==> src/design/fjpt_pkg.sv <==
// ----------------------------------------------------------------------------
// fjpt_pkg
// Shared types and constants for the flat JSON property tokenizer.
// ----------------------------------------------------------------------------
`default_nettype none

package fjpt_pkg;

	localparam int OFS_W   = 13;
	localparam int IDX_W   = 6;
	localparam int CNT_OUT_W = 7;
	localparam int LIMIT_W = 7;

	localparam logic [LIMIT_W-1:0] LIMIT_RESET = 7'd64;

	localparam logic [7:0] CH_LBRACE = 8'h7B;
	localparam logic [7:0] CH_RBRACE = 8'h7D;
	localparam logic [7:0] CH_QUOTE  = 8'h22;
	localparam logic [7:0] CH_COLON  = 8'h3A;
	localparam logic [7:0] CH_COMMA  = 8'h2C;
	localparam logic [7:0] CH_TAB    = 8'h09;
	localparam logic [7:0] CH_LF     = 8'h0A;
	localparam logic [7:0] CH_CR     = 8'h0D;
	localparam logic [7:0] CH_SPACE  = 8'h20;

	localparam logic KIND_PROP = 1'b0;
	localparam logic KIND_END  = 1'b1;

	localparam logic [1:0] END_BRACE  = 2'd0;
	localparam logic [1:0] END_LIMIT  = 2'd1;
	localparam logic [1:0] END_PACKET = 2'd2;

	localparam int QUEUE_DEPTH = 4;
	localparam int QPTR_W      = 2;

	typedef enum logic [7:0] {
		PH_OBJ_START    = 8'b0000_0001,
		PH_KEY_OR_END   = 8'b0000_0010,
		PH_IN_KEY       = 8'b0000_0100,
		PH_COLON        = 8'b0000_1000,
		PH_VALUE        = 8'b0001_0000,
		PH_IN_QVALUE    = 8'b0010_0000,
		PH_IN_BARE      = 8'b0100_0000,
		PH_COMMA_OR_END = 8'b1000_0000
	} phase_t;

	typedef struct packed {
		logic [7:0] data_byte;
		logic       last_byte;
	} in_word_t;

	typedef struct packed {
		logic                 kind;
		logic [IDX_W-1:0]     prop_index;
		logic [OFS_W-1:0]     key_start;
		logic [OFS_W-1:0]     key_stop;
		logic [OFS_W-1:0]     value_start;
		logic [OFS_W-1:0]     value_stop;
		logic                 value_quoted;
		logic [CNT_OUT_W-1:0] prop_count;
		logic [1:0]           end_reason;
		logic                 last_result;
	} out_word_t;

	// one queue slot: all words caused by one input byte
	typedef struct packed {
		logic      two;
		out_word_t r0;
		out_word_t r1;
	} q_entry_t;

endpackage

`default_nettype wire

==> src/design/fjpt_front.sv <==
// ----------------------------------------------------------------------------
// fjpt_front
// Byte parser: tracks the object phase and builds the result words of a byte.
// ----------------------------------------------------------------------------
`default_nettype none

module fjpt_front import fjpt_pkg::*; #(
	parameter int MAX_LEN   = 4096,
	parameter int MAX_PROPS = 64
) (
	input  wire logic               clk,
	input  wire logic               arst_n,
	input  wire logic               take,
	input  wire in_word_t           word,
	input  wire logic               cfg_wr_en,
	input  wire logic [LIMIT_W-1:0] cfg_wr_data,
	output logic                    push,
	output q_entry_t                entry
);

	localparam int POS_W = $clog2(MAX_LEN + 1);
	localparam int CNT_W = $clog2(MAX_PROPS + 1);
	localparam int CMP_W = (CNT_W > LIMIT_W) ? CNT_W : LIMIT_W;

	logic [LIMIT_W-1:0] limit_q;
	phase_t             phase_q;
	logic [POS_W-1:0]   pos_q;
	logic [CNT_W-1:0]   found_q;
	logic [POS_W-1:0]   hks_q;
	logic [POS_W-1:0]   hke_q;
	logic [POS_W-1:0]   hvs_q;
	logic               finished_q;

	phase_t             phase_d;
	logic [POS_W-1:0]   pos_next;
	logic [POS_W-1:0]   hks_d;
	logic [POS_W-1:0]   hke_d;
	logic [POS_W-1:0]   hvs_d;
	logic [CMP_W-1:0]   lim_x;
	logic [CMP_W-1:0]   lim_c;
	logic               ws;
	logic               prop_emit;
	logic [POS_W-1:0]   prop_stop;
	logic               prop_quoted;
	logic               end_emit;
	logic [1:0]         end_rsn;
	logic [CNT_W-1:0]   found_d;
	logic [7:0]         b;
	out_word_t          prop_w;
	out_word_t          end_w;

	assign b        = word.data_byte;
	assign pos_next = (pos_q == POS_W'(MAX_LEN)) ? pos_q : pos_q + 1'b1;
	assign lim_x    = CMP_W'(limit_q);
	assign lim_c    = (lim_x > CMP_W'(MAX_PROPS)) ? CMP_W'(MAX_PROPS) : lim_x;
	assign ws       = b inside {CH_SPACE, CH_TAB, CH_CR, CH_LF};

	always_comb begin
		phase_d     = phase_q;
		hks_d       = hks_q;
		hke_d       = hke_q;
		hvs_d       = hvs_q;
		prop_emit   = 1'b0;
		prop_stop   = pos_q;
		prop_quoted = 1'b0;
		end_emit    = 1'b0;
		end_rsn     = END_BRACE;

		case (phase_q)
			PH_OBJ_START: begin
				if (b == CH_LBRACE) phase_d = PH_KEY_OR_END;
			end
			PH_KEY_OR_END: begin
				if (b == CH_RBRACE) begin
					end_emit = 1'b1;
				end else if (b == CH_QUOTE) begin
					if (CMP_W'(found_q) < lim_c) begin
						hks_d   = pos_next;
						phase_d = PH_IN_KEY;
					end else begin
						end_emit = 1'b1;
						end_rsn  = END_LIMIT;
					end
				end
			end
			PH_IN_KEY: begin
				if (b == CH_QUOTE) begin
					hke_d   = pos_q;
					phase_d = PH_COLON;
				end
			end
			PH_COLON: begin
				if (b == CH_COLON) phase_d = PH_VALUE;
			end
			PH_VALUE: begin
				if (!ws) begin
					hvs_d = pos_q;
					if (b == CH_QUOTE) begin
						phase_d = PH_IN_QVALUE;
					end else if (b == CH_COMMA || b == CH_RBRACE) begin
						prop_emit = 1'b1;
						phase_d   = (b == CH_COMMA) ? PH_KEY_OR_END : PH_COMMA_OR_END;
						end_emit  = (b == CH_RBRACE);
					end else begin
						phase_d = PH_IN_BARE;
					end
				end
			end
			PH_IN_QVALUE: begin
				if (b == CH_QUOTE) begin
					prop_emit   = 1'b1;
					prop_quoted = 1'b1;
					phase_d     = PH_COMMA_OR_END;
				end
			end
			PH_IN_BARE: begin
				if (b == CH_COMMA || b == CH_RBRACE) begin
					prop_emit = 1'b1;
					phase_d   = (b == CH_COMMA) ? PH_KEY_OR_END : PH_COMMA_OR_END;
					end_emit  = (b == CH_RBRACE);
				end
			end
			PH_COMMA_OR_END: begin
				if (b == CH_COMMA) phase_d = PH_KEY_OR_END;
				else if (b == CH_RBRACE) end_emit = 1'b1;
			end
			default: phase_d = PH_OBJ_START;
		endcase

		// packet end closes an open value, then reports
		if (word.last_byte && !end_emit) begin
			if (phase_d == PH_IN_QVALUE || phase_d == PH_IN_BARE) begin
				prop_emit   = 1'b1;
				prop_stop   = pos_next;
				prop_quoted = (phase_d == PH_IN_QVALUE);
			end
			end_emit = 1'b1;
			end_rsn  = END_PACKET;
		end
	end

	assign found_d = found_q + CNT_W'(prop_emit);

	always_comb begin
		prop_w              = '0;
		prop_w.kind         = KIND_PROP;
		prop_w.prop_index   = IDX_W'(found_q);
		prop_w.key_start    = OFS_W'(hks_d);
		prop_w.key_stop     = OFS_W'(hke_d);
		prop_w.value_start  = OFS_W'(hvs_d);
		prop_w.value_stop   = OFS_W'(prop_stop);
		prop_w.value_quoted = prop_quoted;
		prop_w.last_result  = !end_emit;

		end_w             = '0;
		end_w.kind        = KIND_END;
		end_w.prop_count  = CNT_OUT_W'(found_d);
		end_w.end_reason  = end_rsn;
		end_w.last_result = 1'b1;

		entry.two = prop_emit && end_emit;
		entry.r0  = prop_emit ? prop_w : end_w;
		entry.r1  = end_w;
	end

	assign push = take && !finished_q && (prop_emit || end_emit);

	always_ff @(posedge clk or negedge arst_n) begin
		if (!arst_n) begin
			limit_q    <= LIMIT_RESET;
			phase_q    <= PH_OBJ_START;
			pos_q      <= '0;
			found_q    <= '0;
			finished_q <= 1'b0;
			hks_q      <= '0;
			hke_q      <= '0;
			hvs_q      <= '0;
		end else begin
			if (cfg_wr_en) limit_q <= cfg_wr_data;
			if (take) begin
				if (word.last_byte) begin
					phase_q    <= PH_OBJ_START;
					pos_q      <= '0;
					found_q    <= '0;
					finished_q <= 1'b0;
				end else if (!finished_q) begin
					phase_q    <= phase_d;
					pos_q      <= pos_next;
					found_q    <= found_d;
					finished_q <= end_emit;
					hks_q      <= hks_d;
					hke_q      <= hke_d;
					hvs_q      <= hvs_d;
				end
			end
		end
	end

endmodule

`default_nettype wire

==> src/design/fjpt_queue.sv <==
// ----------------------------------------------------------------------------
// fjpt_queue
// Short queue of per-byte result slots between the parser and the output.
// ----------------------------------------------------------------------------
`default_nettype none

module fjpt_queue import fjpt_pkg::*; (
	input  wire logic     clk,
	input  wire logic     arst_n,
	input  wire logic     push,
	input  wire q_entry_t wr_entry,
	input  wire logic     pop,
	output q_entry_t      head,
	output logic          empty,
	output logic          full
);

	q_entry_t          slot_q [QUEUE_DEPTH];
	logic [QPTR_W-1:0] wr_q;
	logic [QPTR_W-1:0] rd_q;
	logic [QPTR_W:0]   cnt_q;

	assign head  = slot_q[rd_q];
	assign empty = (cnt_q == '0);
	assign full  = (cnt_q == (QPTR_W+1)'(QUEUE_DEPTH));

	always_ff @(posedge clk) begin
		if (push) slot_q[wr_q] <= wr_entry;
	end

	always_ff @(posedge clk or negedge arst_n) begin
		if (!arst_n) begin
			wr_q  <= '0;
			rd_q  <= '0;
			cnt_q <= '0;
		end else begin
			if (push) wr_q <= wr_q + 1'b1;
			if (pop)  rd_q <= rd_q + 1'b1;
			cnt_q <= cnt_q + (QPTR_W+1)'(push) - (QPTR_W+1)'(pop);
		end
	end

endmodule

`default_nettype wire

==> src/design/fjpt_back.sv <==
// ----------------------------------------------------------------------------
// fjpt_back
// Output stage: splits queue slots into single words behind an output register.
// ----------------------------------------------------------------------------
`default_nettype none

module fjpt_back import fjpt_pkg::*; (
	input  wire logic     clk,
	input  wire logic     arst_n,
	input  wire q_entry_t head,
	input  wire logic     empty,
	output logic          pop,
	output logic          rec_valid,
	input  wire logic     rec_stall,
	output out_word_t     rec_word
);

	logic      out_valid_q;
	out_word_t out_q;
	logic      pend_valid_q;
	out_word_t pend_q;
	logic      load;

	assign load      = !out_valid_q || !rec_stall;
	assign pop       = load && !pend_valid_q && !empty;
	assign rec_valid = out_valid_q;
	assign rec_word  = out_q;

	// second word of a slot waits in pend_q and goes out before the next slot
	always_ff @(posedge clk) begin
		if (load) begin
			if (pend_valid_q) begin
				out_q <= pend_q;
			end else if (!empty) begin
				out_q  <= head.r0;
				pend_q <= head.r1;
			end
		end
	end

	always_ff @(posedge clk or negedge arst_n) begin
		if (!arst_n) begin
			out_valid_q  <= 1'b0;
			pend_valid_q <= 1'b0;
		end else if (load) begin
			if (pend_valid_q) begin
				out_valid_q  <= 1'b1;
				pend_valid_q <= 1'b0;
			end else begin
				out_valid_q  <= !empty;
				pend_valid_q <= !empty && head.two;
			end
		end
	end

endmodule

`default_nettype wire

==> src/design/flat_json_property_tokenizer_top.sv <==
// Throughput: one byte per cycle in, one word per cycle out with rec_stall low;
// a byte that closes a value together with the object gives two words, and the
// 4-slot queue between parser and output stage absorbs that until it fills and
// byte_stall rises. Words pass through a queue slot and the output register.
// Reset: parser returns to its start-of-packet state, property limit to 64,
// queue and output register empty.
// ----------------------------------------------------------------------------
// flat_json_property_tokenizer_top
// Streams packet bytes through a flat JSON object parser and emits records.
// ----------------------------------------------------------------------------
`default_nettype none

module flat_json_property_tokenizer_top import fjpt_pkg::*; #(
	parameter int MAX_LEN   = 4096,
	parameter int MAX_PROPS = 64
) (
	input  wire logic               clk,
	input  wire logic               arst_n,
	input  wire logic               byte_valid,
	output logic                    byte_stall,
	input  wire in_word_t           byte_word,
	output logic                    rec_valid,
	input  wire logic               rec_stall,
	output out_word_t               rec_word,
	input  wire logic               cfg_wr_en,
	input  wire logic [LIMIT_W-1:0] cfg_wr_data
);

	logic     take;
	logic     push;
	q_entry_t wr_entry;
	logic     pop;
	q_entry_t head;
	logic     empty;
	logic     full;

	assign byte_stall = full;
	assign take       = byte_valid && !full;

	fjpt_front #(
		.MAX_LEN   (MAX_LEN),
		.MAX_PROPS (MAX_PROPS)
	) u_front (
		.clk         (clk),
		.arst_n      (arst_n),
		.take        (take),
		.word        (byte_word),
		.cfg_wr_en   (cfg_wr_en),
		.cfg_wr_data (cfg_wr_data),
		.push        (push),
		.entry       (wr_entry)
	);

	fjpt_queue u_queue (
		.clk      (clk),
		.arst_n   (arst_n),
		.push     (push),
		.wr_entry (wr_entry),
		.pop      (pop),
		.head     (head),
		.empty    (empty),
		.full     (full)
	);

	fjpt_back u_back (
		.clk       (clk),
		.arst_n    (arst_n),
		.head      (head),
		.empty     (empty),
		.pop       (pop),
		.rec_valid (rec_valid),
		.rec_stall (rec_stall),
		.rec_word  (rec_word)
	);

endmodule

`default_nettype wire

==> config.mk <==
export PLATFORM = sky130hd
export DESIGN_NAME = flat_json_property_tokenizer_top
export DESIGN_NICKNAME = d
export VERILOG_FILES = /design/src/design/fjpt_pkg.sv /design/src/design/fjpt_front.sv /design/src/design/fjpt_queue.sv /design/src/design/fjpt_back.sv /design/src/design/flat_json_property_tokenizer_top.sv
export SDC_FILE = /design/constraint.sdc
export NUM_CORES = 1
export LEC_CHECK = 0
export BUFFER_PORTS_ARGS = -buffer_cell sky130_fd_sc_hd__clkbuf_2
export CAP_MARGIN = 20
export CORE_MARGIN = 1.5
export CORE_UTILIZATION = 35
export CTS_BUF_LIST = sky130_fd_sc_hd__clkbuf_16
export CTS_CLUSTER_DIAMETER = 100
export DETAILED_ROUTE_END_ITERATION = 7
export GPL_TIMING_DRIVEN = 0
export PLACE_DENSITY_LB_ADDON = 0.05
export SYNTH_ARGS = -nofsm -noshare
export SYNTH_HDL_FRONTEND = slang
export SYNTH_SLANG_ARGS = --single-unit
==> constraint.sdc <==
create_clock -name clk -period 9.7 [get_ports clk]
set_input_delay 0.97 -clock clk [delete_from_list [all_inputs] [get_ports clk]]
set_output_delay 0.97 -clock clk [all_outputs]
set_load 0.01 [all_outputs]
==> results of run 1 <==
==> cell type report <==
type | instances | share of cell area, %
inverter | 20 | 0.326
clock buffer | 55 | 5.97
clock inverter | 45 | 1.41
buffer | 69 | 1.23
multi-input combinational | 599 | 22.8
timing repair buffer | 103 | 3.13
tap | 748 | 4.06
sequential | 483 | 61.1
==> critical path: cells and delay by family (launching register included) <==
family	cells	cell delay [ns]
simple gates	3	0.80
compound gates	5	1.42
flops	1	0.52
fa+ha+maj	3	0.87
buf+inv	4	0.55
xor+xnor	1	0.39
==> flip-flops by register name, indices dropped and copies added (netlist names) <==
name                 flops
u_back.rec_word         70
u_front.hke_q           13
u_queue.slot_q         320
u_back.pend_valid_q      1
u_queue.rd_q             2
u_front.pos_q           13
u_front.finished_q       1
u_back.rec_valid         1
u_back.pend_q            9
u_front.hks_q           13
u_front.found_q          7
u_front.lim_x            7
u_front.hvs_q           13
u_front.phase_q          8
u_queue.cnt_q            3
u_queue.wr_q             2
==> worst paths after layout <==
| path | endpoint | slack, ns | cells past startpoint |
|---|---|---|---|
| min reg2reg | u_front.hks_q[4] | 0.48 | 2 |
| max in group asynchronous | u_front.phase_q[0] | 8.52 | 2 |
| max | u_queue.slot_q[0][6] | 4.84 | 16 |
| max reg2reg | u_queue.slot_q[0][6] | 4.84 | 16 |
| min | u_queue.cnt_q[0] | 0.43 | 1 |
| min in group clk | u_front.hks_q[4] | 0.48 | 2 |
==> kinds of logic after synthesis <==
group	count (synthesis)	synth area share, %
flops	483	71.6
xor+xnor	20	0.890
compound gates	133	4.49
simple gates	286	7.40
mux	142	12.6
buf+inv	89	1.83
fa+ha+maj	18	1.18
==> metal layers <==
layer | wire (um) | vias up | share of wire [%] | track usage [%]
met1 | 22400 | 5430 | 47 | 24.1
met3 | 1840 | 64 | 3.9 | 2.85
li1 | - | 4820 | - | -
met4 | 958 | 0 | 2.0 | 4.38
met5 | 0 | - | 0 | 0
met2 | 22000 | 224 | 47 | 26.6
==> power by group through the flow <==
stage | registers (mW) | clock network [mW] | logic [mW]
5_1_grt | 2.79 | 2.10 | 1.60
2_1_floorplan | 2.90 | 0 | 0.814
6_report | 2.76 | 1.97 | 1.45
4_1_cts | 2.77 | 2.03 | 1.50
3_3_place_gp | 2.85 | 0 | 1.44
3_5_place_dp | 2.81 | 0 | 1.50
==> placed cells by master, fill, tap and decap left out, drive strengths merged, types with 24 or more instances in the layout <==
cell type  count
mux2          45
o21ai         48
clkbuf       194
edfxtp       399
mux4          80
a21oi         25
nor2          58
clkinv        24
nor2b         61
dfrtp         82
inv           34
nand2         82
buf           33
==> flow_summary.toml, run 1 <==
[pwr]
power.share.combinational_pct = 23.5
power.net_switching_mw = 1.74
seqPwrFrac_pct = 44.7
cellLeakagePower_nw = 8.14
worst_ir_drop_vdd_uv = 143
p_clk_share_pct = 31.8
power.share.switching_pct = 28.1
post-layout-total-power_mw = 6.19
cellPowerDensity_mw_per_mm2 = 268
power_report.internal_total_mw = 4.45

[sta]
fin_tns_setup_ns = 0
timing.final.setup_violations = 0
worst_margin_slew_ns = 1.14
worst_slew_margin_rel_pct = 23.6
hold_slack_ns = 0.434
skew_ns = 0.0175
clock.fmax_mhz = 206
finalCritPeriodShare_pct = 50.1
setup_repair_after_global_routing_missed_its_margin = "false"
final_critical_path_setup_slack_ns = 4.84
final_period_demand_of_the_worst_path_ns = 4.86
timing.final.max_slew_violations = 0
hold_viol_final = 0

[worst_setup_path]
critPathLaunch = "u_front.lim_x[6]"
timing.critical_path.slowest_stage_cell = "sky130_fd_sc_hd__nor3_1"
cp_cell_sequence = "inv_1 > nand2_1 > ha_1 > a211o_1 > a21oi_1 > o21ai_0 > a21o_1 > nor3_1 > a21oi_4 > inv_2 > buf_6 > ha_1 > ha_1 > nand3_1 > xor2_1 > inv_1"
cp-end-kind = "register"
timing.setup.critical_path_class = "register to register"
cp_slowest_stage_delay_ns = 0.57
arrival_time_at_the_worst_endpoint_ns = 5.18
maximum_net_fanout_on_the_critical_path = 10
worstSetupStartpointType = "register"
regToRegStartpoint = "u_front.lim_x[6]"
cp_required_ns = 10.02
path_common_cell = "sky130_fd_sc_hd__ha_1"

[clock_network]
cts-buffers-inserted = 54
clock_tree.buffer_depth = 3
clkTransAtPathRegs_ns = 0.06
buffers_inserted_by_post_cts_timing_repair = 0
cts_tree = "built"
cts-htree-levels = 2
hold_buffers = 0
cts_num_sinks = 483
ctsRootBufferMaster = "sky130_fd_sc_hd__clkbuf_16"
clock_insertion_delay_at_the_later_pin_of_the_skew_report_ns = 0.61
cts_resized = 0

[synthesis]
netlist.area_leader.share_pct = 60.9
ys_top_cells_by_count = "sky130_fd_sc_hd__edfxtp_1, sky130_fd_sc_hd__dfrtp_1, sky130_fd_sc_hd__nand2_1, sky130_fd_sc_hd__mux4_2, sky130_fd_sc_hd__nor2b_1"
synth_edf_count = 399
synth_seq_area_share_pct = 71.6
instance_count_of_the_mapped_netlist = 1171
synth_area_leaders = "sky130_fd_sc_hd__edfxtp_1, sky130_fd_sc_hd__dfrtp_1, sky130_fd_sc_hd__mux4_2, sky130_fd_sc_hd__mux2_2, sky130_fd_sc_hd__nor2b_1"
postSynthNetCount = 1210
synthDistinctLibCells = 69
yosysWarnings = 0
synth_largest_area_cell = "sky130_fd_sc_hd__edfxtp_1"
ys_ff_latch = 483
async_flop_share_pct = 17.4
synth.cell_area_sq_mm = 0.0197
synthesis.area_per_instance_sq_um = 16.8
synth_top_flop_cell = "sky130_fd_sc_hd__edfxtp_1"
yosys.cell_count.top_type = "sky130_fd_sc_hd__edfxtp_1"

[global_route]
first_global_vias = 10883
antenna_found_initial = 1
grt_usage_pct = 16.9
wire_length_of_the_first_global_routing_pass_um = 70900
pin_count_of_the_biggest_net_entering_global_routing = 50
grt_remaining_overflow = 0

[finish]
diodes = 0
design.final.nets = 1369
filler_cell_count = 5104
drive_gt1_share_pct = 24.5
area.growth.synth_to_final_pct = 17.2
multi_input_area_sq_mm = 0.00525
ff_latch_area_sq_mm = 0.0141
finish.cell_count_without_fillers = 2122
final_design_utilization_pct = 41.7
fin_area_sq_mm = 0.0230

[route]
wl_um = 47200
detail_route.first_pass.iterations = 5
first_iteration_detailed_routing_drc_count = 755
vias = 10538
post_route_drc = 0
routedWlPerCell_um = 22.2
viasPerCell = 4.97
drtAntennaViolNets = 0

[floorplan]
dieWidth_um = 240
dieArea_sq_mm = 0.0576
coreArea_sq_mm = 0.0553
rows = 86
chipHeight_um = 240
initial_core_util_pct = 35.6
io_pins = 93

[job]
cap_viol_max_count = 0

[min_path]
class_of_the_most_critical_hold_timing_path = "primary input to asynchronous set/reset pin"

[placement]
place_area_sq_mm = 0.0213
numPlacedInstances = 2019
routabilityCongestion = 0.802
hpwl_um = 30700
io_buffers = 90
detailedPlace.worstSlack_ns = 4.78

[outcome]
status = "completed"
Power figures use the tool's default switching activity.
==> inputs of run 2 (changes only) <==
==> constraint.sdc (replaced) <==
create_clock -name clk -period 4.6 [get_ports clk]
set_input_delay 0.46 -clock clk [delete_from_list [all_inputs] [get_ports clk]]
set_output_delay 0.46 -clock clk [all_outputs]
set_load 0.01 [all_outputs]
==> flow_summary.toml, run 2 (synthesis gave the netlist of run 1 again) <==
[pwr]
p_clk_share_pct = 31.7
power.net_switching_mw = 3.60
cellLeakagePower_nw = 8.14
power.share.combinational_pct = 23.3
power_report.internal_total_mw = 9.37
worst_ir_drop_vdd_uv = 297
cellPowerDensity_mw_per_mm2 = 562
seqPwrFrac_pct = 44.9
power.share.switching_pct = 27.7
post-layout-total-power_mw = 13.0

[floorplan]
dieWidth_um = 240
chipHeight_um = 240
io_pins = 93
coreArea_sq_mm = 0.0553
dieArea_sq_mm = 0.0576
rows = 86
initial_core_util_pct = 35.6

[placement]
io_buffers = 90
hpwl_um = 30700
routabilityCongestion = 0.821
place_area_sq_mm = 0.0213

[route]
wl_um = 47100
vias = 10525
detail_route.first_pass.iterations = 5
post_route_drc = 0
first_iteration_detailed_routing_drc_count = 659
drtAntennaViolNets = 0
viasPerCell = 4.97
routedWlPerCell_um = 22.2

[worst_setup_path]
cp_cell_sequence = "inv_1 > nand2_1 > ha_1 > a21o_1 > a31oi_2 > o21ai_0 > nor3_1 > clkbuf_1 > nor2_1 > a211oi_1"
maximum_net_fanout_on_the_critical_path = 10
timing.critical_path.to = "u_queue.slot_q[0][70]"
critPathLaunch = "u_front.lim_x[6]"
timing.setup.critical_path_class = "register to register"
regToRegStartpoint = "u_front.lim_x[6]"
arrival_time_at_the_worst_endpoint_ns = 4.60
critPathBufInv = 2
timing.reg2reg.worst_path_depth = 10
cp_required_ns = 4.86
rr_endpoint = "u_queue.slot_q[0][70]"
timing.critical_path.slowest_stage_cell = "sky130_fd_sc_hd__nor3_1"
reg2reg_slack_ns = 0.26
worst-path-stages = 10
worstSetupStartpointType = "register"
cp_slowest_stage_delay_ns = 0.91
cp-end-kind = "register"
path_delay_family = "compound AO/OA/AOI/OAI gates"

[clock_network]
clkTransAtPathRegs_ns = 0.06
cts-buffers-inserted = 53
cts_tree = "built"
ctsRootBufferMaster = "sky130_fd_sc_hd__clkbuf_16"
clock_insertion_delay_at_the_later_pin_of_the_skew_report_ns = 0.60
cts_num_sinks = 483
cts-htree-levels = 2
clock_tree.buffer_depth = 3

[finish]
drive_gt1_share_pct = 25.2
diodes = 0
filler_cell_count = 5083
layout_common_cells = "sky130_fd_sc_hd__edfxtp_1, sky130_fd_sc_hd__clkbuf_2, sky130_fd_sc_hd__nand2_1, sky130_fd_sc_hd__dfrtp_1, sky130_fd_sc_hd__mux4_2"
largest_register_ffs = 320
design.final.nets = 1370
fin_area_sq_mm = 0.0231
layout_commonest_cell = "sky130_fd_sc_hd__edfxtp_1"
largest_register = "u_queue.slot_q"
area.growth.synth_to_final_pct = 17.3
multi_input_area_sq_mm = 0.00528
ff_latch_area_sq_mm = 0.0141

[global_route]
antenna_found_initial = 0
first_global_vias = 10974
grt_usage_pct = 16.8
grt_remaining_overflow = 0
pin_count_of_the_biggest_net_entering_global_routing = 52
wire_length_of_the_first_global_routing_pass_um = 70800

[sta]
fin_tns_setup_ns = 0
skew_ns = 0.0318
worst_slew_margin_rel_pct = 23.6
final_period_demand_of_the_worst_path_ns = 4.34
timing.final.setup_violations = 0
hold_slack_ns = 0.0710
timing.final.max_slew_violations = 0
finalCritPeriodShare_pct = 94.4
worst_margin_slew_ns = 1.14
setup_repair_after_global_routing_missed_its_margin = "false"
clock.fmax_mhz = 230
hold_viol_final = 0

[min_path]
worst_hold_startpoint = "cfg_wr_data[6]"
class_of_the_most_critical_hold_timing_path = "primary input to register"

[outcome]
status = "completed"

[job]
cap_viol_max_count = 0
[run 2: cell count changes in the layout (fill, tap and decap cells not counted), sizes merged]
cell / change
bufinv: +1
clkbuf: -1
buf: +1
inv: -3
clkinv: -1
dlygate4sd3: +1
clkinvlp: -1
[run 2: through the flow]
step	setup WS [ns]	util, %	std cells
after floorplan	0.179	-	1171
after global placement	-2.44	38.1	2009
after detailed placement	-0.434	38.6	2020
after CTS	0.0359	41.6	2116
after global routing	0.00562	41.7	2119
final	0.256	41.7	2119
[run 2: layout make-up]
class                           count  share of cell area, %
Clock buffer                       54                   5.86
Buffer                             69                   1.23
Tap cell                          748                   4.06
Multi-Input combinational cell    599                   22.9
Inverter                           20                  0.325
Timing Repair Buffer              105                   3.17
Clock inverter                     41                   1.43
Sequential cell                   483                   61.1
[run 2: power groups by stage]
stage | logic, mW | clock network (mW) | registers [mW]
after floorplan | 1.72 | 0 | 6.10
after global placement | 3.03 | 0 | 5.98
after detailed placement | 3.15 | 0 | 5.92
after CTS | 3.16 | 4.23 | 5.84
after global routing | 3.34 | 4.41 | 5.89
final | 3.03 | 4.11 | 5.82
[run 2: how the worst min path moves through the flow]
stage | cells past startpoint | slack, ns | endpoint
floorplan | 0 | 0.16 | u_back.pend_valid_q
global placement | 1 | 0.46 | u_front.hks_q[8]
detailed placement | 1 | 0.47 | u_front.hks_q[8]
CTS | 3 | 0.04 | u_front.lim_x[6]
global route | 2 | 0.07 | u_front.lim_x[0]
finish | 3 | 0.07 | u_front.lim_x[6]
[run 2: tightest hold or removal path, delay by kind of cell]
| kind | cells | cell delay (ns) |
|---|---|---|
| AO/OA/AOI/OAI | 1 | 0.07 |
| AND/OR/NAND/NOR | 1 | 0.05 |
| buffers and inverters | 1 | 0.08 |
[run 2: routing by layer]
metal	wire (um)	track usage, %	up-vias	part of all wire (%)
li1	-	-	4816	-
met1	21600	23.4	5437	46
met2	22700	27.5	210	48
met3	1820	2.82	62	3.9
met4	922	4.27	0	2.0
met5	0	0	-	0
[run 2: what timing repair did]
| item | CTS | global route |
|---|---|---|
| buffers inserted | 0 | 2 |
| hold buffers | 1 | 0 |
| hold endpoints to repair | 39 | 0 |
| pin swaps | 0 | 2 |
| resized for setup | 4 | 2 |
| setup endpoints to repair | 48 | 29 |
| gates cloned | 0 | 0 |
==> inputs of run 3 (changes only) <==
--- a/config.mk
+++ b/config.mk
@@ -5,6 +5,7 @@
 export SDC_FILE = /design/constraint.sdc
 export NUM_CORES = 1
 export LEC_CHECK = 0
+export ABC_AREA = 1
 export BUFFER_PORTS_ARGS = -buffer_cell sky130_fd_sc_hd__clkbuf_2
 export CAP_MARGIN = 20
 export CORE_MARGIN = 1.5
==> flow_summary.toml, run 3 <==
[outcome]
status = "completed"

[synthesis]
post_synthesis_share_of_cell_area_spent_on_xor_and_xnor_gates_pct = 0.824
synth_top_family_by_area = "simple AND/OR/NAND/NOR gates"
postSynthNetCount = 1851
synthDistinctLibCells = 41
instance_count_of_the_mapped_netlist = 1812
synth.cell_area_sq_mm = 0.0202
synth_area_leaders = "sky130_fd_sc_hd__edfxtp_1, sky130_fd_sc_hd__dfrtp_1, sky130_fd_sc_hd__nor2_1, sky130_fd_sc_hd__nand2_1, sky130_fd_sc_hd__o21ai_0"
synth_fa_ha_area_share_pct = 1.15
synth_seq_area_share_pct = 69.7
synth_top_flop_cell = "sky130_fd_sc_hd__edfxtp_1"
synth_edf_count = 399
yosys.area_share.simple_pct = 14.5
netlist.area_leader.share_pct = 59.3
synthesis.area_per_instance_sq_um = 11.2
ys_ff_latch = 483
yosys.cell_count.top_type = "sky130_fd_sc_hd__edfxtp_1"
ys_top_cells_by_count = "sky130_fd_sc_hd__edfxtp_1, sky130_fd_sc_hd__nor2_1, sky130_fd_sc_hd__nand2_1, sky130_fd_sc_hd__o21ai_0, sky130_fd_sc_hd__inv_1"
yosysWarnings = 0
synth_largest_area_cell = "sky130_fd_sc_hd__edfxtp_1"
muxShareOfSynthArea_pct = 0.223
synth_compound_area_share_pct = 9.21
async_flop_share_pct = 17.4

[finish]
final_design_utilization_pct = 41.6
design.final.nets = 2012
layout_common_cells = "sky130_fd_sc_hd__edfxtp_1, sky130_fd_sc_hd__nor2_1, sky130_fd_sc_hd__nand2_1"
drive_gt1_share_pct = 12.2
finish.cell_count_without_fillers = 2770
largest_register = "u_queue.slot_q"
diodes = 0
fin_area_sq_mm = 0.0236
area.growth.synth_to_final_pct = 16.8
largest_register_ffs = 320
layout_commonest_cell = "sky130_fd_sc_hd__edfxtp_1"

[worst_setup_path]
timing.critical_path.slowest_stage_cell = "sky130_fd_sc_hd__dfrtp_1"
maximum_net_fanout_on_the_critical_path = 10
cp_slowest_stage_delay_ns = 0.40
timing.setup.critical_path_class = "register to register"
worstSetupStartpointType = "register"
cp_cell_sequence = "nor2_1 > nand4_1 > nand2_1 > nand2_1 > ha_1 > a21oi_1 > nand2_1 > nand2_1 > nand2_1 > nand2_1 > nand2_1 > nand2_4 > nand3_4 > nand3_4 > buf_6 > ha_1 > ha_1 > nand3_1 > nor2_1 > nand2_1 > xor2_1 > inv_1"
path_common_cell = "sky130_fd_sc_hd__nand2_1"
rr_endpoint = "u_queue.slot_q[0][8]"
cp_required_ns = 4.93
timing.reg2reg.worst_path_depth = 22
regToRegStartpoint = "u_front.lim_x[2]"
reg2reg_slack_ns = 0.55
cp-end-kind = "register"
arrival_time_at_the_worst_endpoint_ns = 4.38

[sta]
fin_tns_setup_ns = 0
worst_margin_slew_ns = 1.24
final_period_demand_of_the_worst_path_ns = 4.05
timing.final.setup_violations = 0
worst_slew_margin_rel_pct = 16.6
finalCritPeriodShare_pct = 88.0
hold_viol_final = 0
setup_repair_after_global_routing_missed_its_margin = "false"
clock.fmax_mhz = 247
skew_ns = 0.0241
timing.final.max_slew_violations = 0

[clock_network]
cts-buffers-inserted = 53
buffers_inserted_by_post_cts_timing_repair = 0
clock_insertion_delay_at_the_later_pin_of_the_skew_report_ns = 0.61
cts_tree = "built"
cts_num_sinks = 483
cts-htree-levels = 2
clock_tree.buffer_depth = 3
clkTransAtPathRegs_ns = 0.06
ctsRootBufferMaster = "sky130_fd_sc_hd__clkbuf_16"

[floorplan]
io_pins = 93
initial_core_util_pct = 35.6
coreArea_sq_mm = 0.0567
rows = 87
dieArea_sq_mm = 0.0592
dieWidth_um = 243
chipHeight_um = 243

[route]
detail_route.first_pass.iterations = 8
vias = 13491
routedWlPerCell_um = 20.3
viasPerCell = 4.87
wl_um = 56300
post_route_drc = 0
drtAntennaViolNets = 0
first_iteration_detailed_routing_drc_count = 965

[placement]
hpwl_um = 37800
io_buffers = 91
numPlacedInstances = 2673
routabilityCongestion = 0.825
place_area_sq_mm = 0.0219

[min_path]
class_of_the_most_critical_hold_timing_path = "primary input to register"
holdPathEnd = "u_front.lim_x[6]"
min_delay_path_depth = 3
worst_hold_startpoint = "cfg_wr_data[6]"

[global_route]
first_global_vias = 13210
grt_usage_pct = 19.2
pin_count_of_the_biggest_net_entering_global_routing = 66
grt_remaining_overflow = 0
wire_length_of_the_first_global_routing_pass_um = 84900
antenna_found_initial = 0

[pwr]
worst_ir_drop_vdd_uv = 299
cellLeakagePower_nw = 9.28
cellPowerDensity_mw_per_mm2 = 577

[job]
cap_viol_max_count = 0
==> run 3: changes by cell type after synthesis, sizes merged, moves of 18 or more <==
cell,previous run,this run
a21oi,25,70
clkbuf,49,67
inv,20,130
mux2,45,4
mux4,80,0
nand2,82,303
nor2,58,372
nor2b,61,0
o21ai,48,235
o22ai,1,28
==> run 3: how the worst max path moves through the flow <==
stage / to / startpoint / cells after the start
CTS: u_queue.slot_q[2][8] / u_front.lim_x[2] / 21
global route: u_queue.slot_q[2][8] / u_front.lim_x[4] / 22
global placement: u_queue.slot_q[3][55] / u_front.lim_x[4] / 17
floorplan: u_queue.slot_q[0][0] / u_front.lim_x[4] / 14
detailed placement: u_queue.slot_q[0][8] / u_front.lim_x[4] / 21
finish: u_queue.slot_q[0][8] / u_front.lim_x[2] / 22
==> run 3: cells by family (layout without fill, tap and decap cells) <==
kind of cell,Yosys count,count (layout)
flops,483,483
mux,4,4
fa+ha+maj,18,18
buf+inv,219,421
simple gates,720,720
xor+xnor,19,19
compound gates,349,349
==> run 3: per-layer routing <==
| metal | vias to the layer above | wire [um] | GRT usage (%) |
|---|---|---|---|
| met4 | 0 | 935 | 4.35 |
| met2 | 291 | 25500 | 30.2 |
| met1 | 6650 | 27100 | 27.8 |
| met3 | 52 | 2750 | 3.19 |
| met5 | - | 0 | 0 |
| li1 | 6498 | - | - |
==> run 3: critical path: cells and delay by family (launching register included) <==
family                   cells  cell delay [ns]
adder cells (fa/ha/maj)      3             0.87
flip-flops                   1             0.40
XOR/XNOR                     1             0.35
AO/OA/AOI/OAI                1             0.15
AND/OR/NAND/NOR             15             1.64
buffers and inverters        2             0.38
==> run 3: what timing repair did <==
action                    CTS  global route
hold buffers                1             0
resized for setup           0             0
hold endpoints to repair   24             0
==> run 3: through the flow <==
stage / setup slack (ns) / hold slack (ns) / power [mW]
after floorplan: -1.01 / 0.164 / 7.98
after global placement: -4.87 / 0.462 / 9.67
after detailed placement: 0.547 / 0.465 / 9.71
after CTS: 0.519 / 0.0138 / 13.9
after global routing: 0.207 / 0.0249 / 14.4
final: 0.554 / 0.0520 / 13.6
==> run 3: layout make-up <==
| class | instances | area [sq um] |
|---|---|---|
| plain buffers | 88 | 403 |
| clock buffers | 53 | 1330 |
| clock inverters | 43 | 330 |
| fillers | 5396 | 33100 |
| inverters | 131 | 494 |
| multi-input cells | 1110 | 5260 |
| flip-flops and latches | 483 | 14100 |
| well taps | 756 | 946 |
| repair buffers | 106 | 763 |
==> run 3: where the power goes <==
group / leakage, nW / internal [mW] / switching, mW
Clock: 0.872 / 2.36 / 1.74
Combinational: 3.49 / 1.07 / 2.70
Sequential: 4.92 / 5.57 / 0.181
Total: 9.28 / 9.01 / 4.62
